### src/rtl/ssfs_pkg.sv
// shared types and constants for the series store with floor search
// holds command codes, field widths and the controller/datapath interface structs
// no dependencies
package ssfs_pkg;

	localparam int OP_W  = 3;
	localparam int SER_W = 2;
	localparam int KEY_W = 64;
	localparam int IDX_W = 10;

	typedef enum logic [OP_W-1:0] {
		OP_APPEND   = 3'd0,
		OP_FLOOR    = 3'd1,
		OP_INTERVAL = 3'd2,
		OP_RANGE    = 3'd3,
		OP_CLEAR    = 3'd4
	} op_t;

	// where the memory read offset comes from
	typedef enum logic [1:0] {
		SEL_MID   = 2'd0,
		SEL_FIRST = 2'd1,
		SEL_LAST  = 2'd2,
		SEL_ZERO  = 2'd3
	} rd_sel_t;

	typedef struct packed {
		logic    load;
		logic    init;
		logic    step;
		rd_sel_t rd_sel;
		logic    wr_en;
		logic    cnt_clr;
		logic    set_full;
		logic    fin;
		logic    use_b;
		logic    latch_fk;
		logic    latch_lk;
		logic    publish;
	} ctl_t;

	typedef struct packed {
		logic [OP_W-1:0] op;
		logic            exists;
		logic            full;
		logic            n_zero;
		logic            len_zero;
		logic            store_ok;
	} stat_t;

endpackage

### src/rtl/ssfs_ctrl.sv
// sequencing state machine for append, floor search, interval, range and clear
// depends on ssfs_pkg; drives datapath commands and both handshakes
module ssfs_ctrl import ssfs_pkg::*; (
	input  logic  clk,
	input  logic  arst_n,
	input  logic  req_valid,
	output logic  req_stall,
	output logic  rsp_valid,
	input  logic  rsp_stall,
	input  stat_t stat,
	output ctl_t  ctl
);

	typedef enum logic [8:0] {
		S_IDLE     = 9'b000000001,
		S_DISPATCH = 9'b000000010,
		S_APP_CHK  = 9'b000000100,
		S_SRCH     = 9'b000001000,
		S_STEP     = 9'b000010000,
		S_FIN      = 9'b000100000,
		S_RNG1     = 9'b001000000,
		S_RNG2     = 9'b010000000,
		S_DONE     = 9'b100000000
	} state_t;

	state_t state_q, state_d;
	logic   phase_q, phase_d;
	logic   out_valid_q, out_valid_d;

	assign req_stall = (state_q != S_IDLE);
	assign rsp_valid = out_valid_q;

	always_comb begin
		state_d     = state_q;
		phase_d     = phase_q;
		out_valid_d = out_valid_q;
		ctl         = '0;
		ctl.rd_sel  = SEL_MID;
		ctl.use_b   = phase_q;
		if (out_valid_q && !rsp_stall) begin
			out_valid_d = 1'b0;
		end
		case (state_q)
			S_IDLE: begin
				if (req_valid) begin
					ctl.load = 1'b1;
					phase_d  = 1'b0;
					state_d  = S_DISPATCH;
				end
			end
			S_DISPATCH: begin
				state_d = S_DONE;
				case (stat.op)
					OP_APPEND: begin
						if (stat.exists && stat.full) begin
							ctl.set_full = 1'b1;
						end else if (stat.exists && stat.n_zero) begin
							ctl.wr_en = 1'b1;
						end else if (stat.exists) begin
							ctl.rd_sel = SEL_LAST;
							state_d    = S_APP_CHK;
						end
					end
					OP_FLOOR, OP_INTERVAL: begin
						ctl.init = 1'b1;
						state_d  = S_SRCH;
					end
					OP_RANGE: begin
						if (!stat.n_zero) begin
							ctl.rd_sel = SEL_ZERO;
							state_d    = S_RNG1;
						end
					end
					OP_CLEAR: begin
						ctl.cnt_clr = stat.exists;
					end
					default: begin
						state_d = S_DONE;
					end
				endcase
			end
			S_APP_CHK: begin
				ctl.wr_en = stat.store_ok;
				state_d   = S_DONE;
			end
			S_SRCH: begin
				if (stat.len_zero) begin
					ctl.rd_sel = SEL_FIRST;
					state_d    = S_FIN;
				end else begin
					ctl.rd_sel = SEL_MID;
					state_d    = S_STEP;
				end
			end
			S_STEP: begin
				ctl.step = 1'b1;
				state_d  = S_SRCH;
			end
			S_FIN: begin
				ctl.fin = 1'b1;
				// interval runs a second search for the end key
				if (stat.op == OP_INTERVAL && !phase_q) begin
					phase_d  = 1'b1;
					ctl.init = 1'b1;
					state_d  = S_SRCH;
				end else begin
					state_d = S_DONE;
				end
			end
			S_RNG1: begin
				ctl.latch_fk = 1'b1;
				ctl.rd_sel   = SEL_LAST;
				state_d      = S_RNG2;
			end
			S_RNG2: begin
				ctl.latch_lk = 1'b1;
				state_d      = S_DONE;
			end
			S_DONE: begin
				if (!out_valid_q || !rsp_stall) begin
					ctl.publish = 1'b1;
					out_valid_d = 1'b1;
					state_d     = S_IDLE;
				end
			end
			default: begin
				state_d = S_IDLE;
			end
		endcase
	end

	always_ff @(posedge clk or negedge arst_n) begin
		if (!arst_n) begin
			state_q     <= S_IDLE;
			phase_q     <= 1'b0;
			out_valid_q <= 1'b0;
		end else begin
			state_q     <= state_d;
			phase_q     <= phase_d;
			out_valid_q <= out_valid_d;
		end
	end

endmodule

### config.mk
export PLATFORM = sky130hd
export DESIGN_NAME = ssfs_ctrl
export DESIGN_NICKNAME = d
export VERILOG_FILES = /design/src/rtl/ssfs_pkg.sv /design/src/rtl/ssfs_ctrl.sv
export SDC_FILE = /design/constraint.sdc
export NUM_CORES = 1
export LEC_CHECK = 0
export BUFFER_PORTS_ARGS = -buffer_cell sky130_fd_sc_hd__buf_2
export CORE_UTILIZATION = 34
export DETAILED_ROUTE_END_ITERATION = 8
export SYNTH_ARGS = -nofsm -noshare
export SYNTH_HDL_FRONTEND = slang
export SYNTH_SLANG_ARGS = --single-unit
### constraint.sdc
create_clock -name clk -period 2.3 [get_ports clk]
set_clock_uncertainty 0.15 [all_clocks]
set_input_delay 0 -clock clk [delete_from_list [all_inputs] [get_ports clk]]
set_output_delay 0 -clock clk [all_outputs]
set_load 0.01 [all_outputs]
Word level (Yosys, flattened, before mapping)
Index checks and enable logic that the tools add are counted.

Bits of input ports: 12. Logic and storage cells: 75. Register bits: 11.

Equality and inequality tests: 17. Reductions and logical operators: 14. Multiplexer cells: 41.

Operators by type and width (count): $pmux 9 s8 (1); $mux 9 (7); $pmux 9 s3 (1); $mux 1 (21); $eq 9x1->1 const B (1); $eq 9x2->1 const B (1); $eq 9x3->1 const B (1); $eq 9x4->1 const B (1); $eq 9x5->1 const B (1); $eq 9x6->1 const B (1); $eq 9x7->1 const B (1); $eq 9x8->1 const B (1); $eq 9x9->1 const B (1); $ne 9x1->1 const B (1); $mux 2 (4); $eq 3x2->1 const B (2); $mux 6 (1); $ne 2x2->1 const B (3); $pmux 1 s2 (3); $pmux 2 s3 (1); $logic_and 1x1->1 (4); $pmux 2 s2 (1); $reduce_or 2->1 (2); $eq 3x1->1 const B (1); other kinds (8) (10).

Depth between registers and ports, before layout
Depth in word-level cells: 5. Depth in mapped cells: 5. Gate-level depth less buffers: 4.

Worst setup path after synthesis
OpenSTA, ideal clock, no wires.

Path type: reg-to-reg. Start point: register state_q[7]. End point: register phase_q. Stages on the path, launching flop included: 6. Slack: 565 ps. Library setup time: 122 ps. Required time: 2028 ps. Clock period less this slack: 1735 ps. Arrival time: 1462 ps. Cells stage by stage: dfrtp_1 > or3_1 > buf_6 > nor3_4 > and4b_1 > nor2_1.

Word-level cells in the longest chain between the ends: 3. Elaborated cells between the ends (all ways): 7. Those cells by class: 4 x eq/ne; 1 x mux; 2 x reduce/logical.

RTL lines: from (decl) (RTL line ssfs_ctrl.sv:26) `state_t state_q, state_d;`; from (signal assigned) (RTL line ssfs_ctrl.sv:138) `state_q <= state_d;`; $eq 9x6->1 or $eq 9x1->1 (tied branches) (RTL line ssfs_ctrl.sv:43) `case (state_q)`; $ne 2x2->1 (no line) or $reduce_bool 2->1 (tied branches); $reduce_and 3->1 (no line); to (signal assigned) (RTL line ssfs_ctrl.sv:139) `phase_q <= phase_d;`; to (decl) (RTL line ssfs_ctrl.sv:27) `logic phase_q, phase_d;`.

Parallel ways exist; a longest one is shown, timed or not. A chain may end at the register's enable or synchronous reset.

==> impl_metrics.json <==
{
  "design_area_um2": 1067,
  "drtIter0Drc": 18,
  "clock_latency_ps": 270,
  "n_antenna_cell": 0,
  "netlist_instances": 87,
  "finalCriticalPeriod_ps": 2172,
  "critPathKind": "flip-flop to output pin",
  "gr-total-overflow": 0,
  "synth_seq_area_share_pct": 33.84,
  "num-nets-final": 133,
  "fp.dieH_um": 51.02,
  "setup_viol": 0,
  "ys_ff_latch": 11,
  "clock_sinks": 11,
  "die-area_um2": 2603,
  "place_area_um2": 938.4,
  "cp.required_ps": 2150,
  "clkSlewWorstSetupHoldPaths_ps": 70,
  "grt_pass1_vias": 745,
  "numCtsBuffers": 3,
  "p_seq_share_pct": 38.6,
  "hold_viol": 0,
  "startpoint_type": "flip-flop",
  "cts_buffer_depth": 2,
  "syn_nets": 99,
  "postCtsSetupBuffers": 0,
  "vias": 810,
  "route.detailed.drc": 0,
  "drtPass1Iterations": 4,
  "rows": 17,
  "post-dp-hpwl_um": 1422,
  "drive_above_1_share_pct": 31.67,
  "die_w_um": 51.02,
  "cp_max_fo": 8,
  "combPwrFrac_pct": 42.4,
  "grt_usage_pct": 16.73,
  "rsz0062_at_grt": "false",
  "hold_class": "input port to asynchronous set/reset pin",
  "r2r_cells": 3,
  "grt_pass1_wl_um": 3180,
  "netlist_area_um2": 817.0,
  "grt_max_degree": 11,
  "slew_viol_final": 0,
  "synthDistinctLibCells": 42,
  "worst_ep_arrival_time_ps": 2020,
  "p_int_w": 0.0004285,
  "cts-htree-levels": 1,
  "fmax_mhz": 460.5,
  "port_buffers": 26,
  "post_drt_via_cell_ratio": 5.473,
  "avgSynthCellArea_um2": 9.391,
  "max-slew-margin-rel_pct": 67.63,
  "core_um2": 2233,
  "cts-root-buf": "clkbuf_4",
  "synthFlopType": "dfrtp_1",
  "yosysWarnings": 0,
  "cp-end-kind": "output pin",
  "gp_congestion": 0.6918,
  "io_pins": 27,
  "p_switching_w": 0.0002826,
  "switching_share_pct": 39.75,
  "tightest_slew_ps": 483.9,
  "wl_um": 1945,
  "antenna_found_initial": 0,
  "final_core_util_pct": 47.79,
  "wire_per_inst_um": 13.14,
  "ant_nets": 0,
  "status": "completed",
  "cts_tree": "yes",
  "drv_cap": 0,
  "async_flop_share_pct": 100.0,
  "ir_drop_uv": 332.9,
  "start_util_pct": 36.58,
  "clkPwrFrac_pct": 19.0,
  "p_leak_nw": 0.5390,
  "p_per_area_nw_per_um2": 666.3,
  "area_growth_syn_to_layout_pct": 30.63,
  "totalPowerFinal_w": 0.0007111,
  "finalSetupTns_ps": 0,
  "fin_crit_sh_pct": 94.41,
  "synth_edf_count": 0
}
[cell usage after synthesis (3+ instances only)]
master / instances / area [um2]
and3_1: 3 / 18.77
o21ai_0: 4 / 20.02
o31ai_1: 3 / 22.52
or3_1: 3 / 18.77
dfrtp_1: 10 / 250.2
and4b_1: 4 / 40.04
xor2_1: 3 / 26.28
nor3_1: 6 / 30.03
nand2_1: 8 / 30.03
nor2b_1: 3 / 18.77
[power groups by stage]
stage	clock network (W)	logic [W]	registers [W]
global route	0.000154	0.000337	0.000283
detailed placement	0	0.000282	0.000277
floorplan	0	0.000231	0.000251
CTS	0.000143	0.000302	0.000273
finish	0.000135	0.000301	0.000275
global placement	0	0.000279	0.000276
[critical path, cell delays in order (launching register included)]
cell	delay [ps]
dfrtp_1	450
or3_1	540
nor3_4	280
and4b_1	270
a41o_1	100
buf_2	120
[final timing paths]
check	slack, ps	from	to
max	130	state_q[7]$_DFFE_PN0P_	ctl[8]
max in group asynchronous	1020	arst_n	state_q[3]$_DFFE_PN0P_
max reg2reg	440	state_q[3]$_DFFE_PN0P_	state_q[6]$_DFFE_PN0P_
min reg2reg	370	rsp_valid$_DFF_PN0_	rsp_valid$_DFF_PN0_
min	60	arst_n	state_q[0]$_DFFE_PN1P_
min in group clk	190	stat[4]	state_q[2]$_DFFE_PN0P_
[final cells by class]
cell class | count | area (um2)
clock buffer | 4 | 26.28
fill | 237 | 1166
inverter | 1 | 3.754
multi-input combinational | 68 | 493.0
sequential | 11 | 279.0
tap | 28 | 35.03
timing repair buffer | 36 | 230.2
[metal layers]
layer	vias to the layer above	track usage, %	routed length [um]
met2	28	29.61	955
met1	377	17.95	825
met4	0	8.796	74
met3	8	4.464	90
li1	397	-	-
met5	-	0	0
[timing repair]
| item | 4_1_cts | 5_1_grt |
|---|---|---|
| setup endpoints to repair | 0 | 5 |
| hold endpoints to repair | 20 | 0 |
| hold buffers | 10 | 0 |
| resized for setup | 0 | 2 |
[registers in the layout, summed over array words and instances, names as in the netlist]
name       flops
state_q        9
phase_q        1
rsp_valid      1
[cells by family after synthesis]
logic type | share of synthesized area (%)
AO/OA/AOI/OAI | 16.54
AND/OR/NAND/NOR | 40.59
buffers and inverters | 5.817
flip-flops | 33.84
XOR/XNOR | 3.217
[stage by stage]
stage                     instances  hold slack [ps]  setup WS [ps]
after floorplan                  87           -445.6          565.4
after global placement          134           -258.0          393.1
after detailed placement        134           -253.8          394.1
after CTS                       148            52.64          83.82
after global routing            148            62.86          7.719
final                           148            58.83          128.5
[cell usage in the layout, fill, tap and decap left out, types with 3 or more instances in the layout]
master         Yosys  layout
and3_1             3       3
and4b_1            4       4
buf_2              1      26
clkbuf_4           0       3
dfrtp_1           10       8
dlygate4sd3_1      0      10
nand2_1            8       8
nor2b_1            3       3
nor3_1             6       6
o21ai_0            4       4
o31ai_1            3       3
or3_1              3       3
xor2_1             3       3
Power figures use the tool's default switching activity.
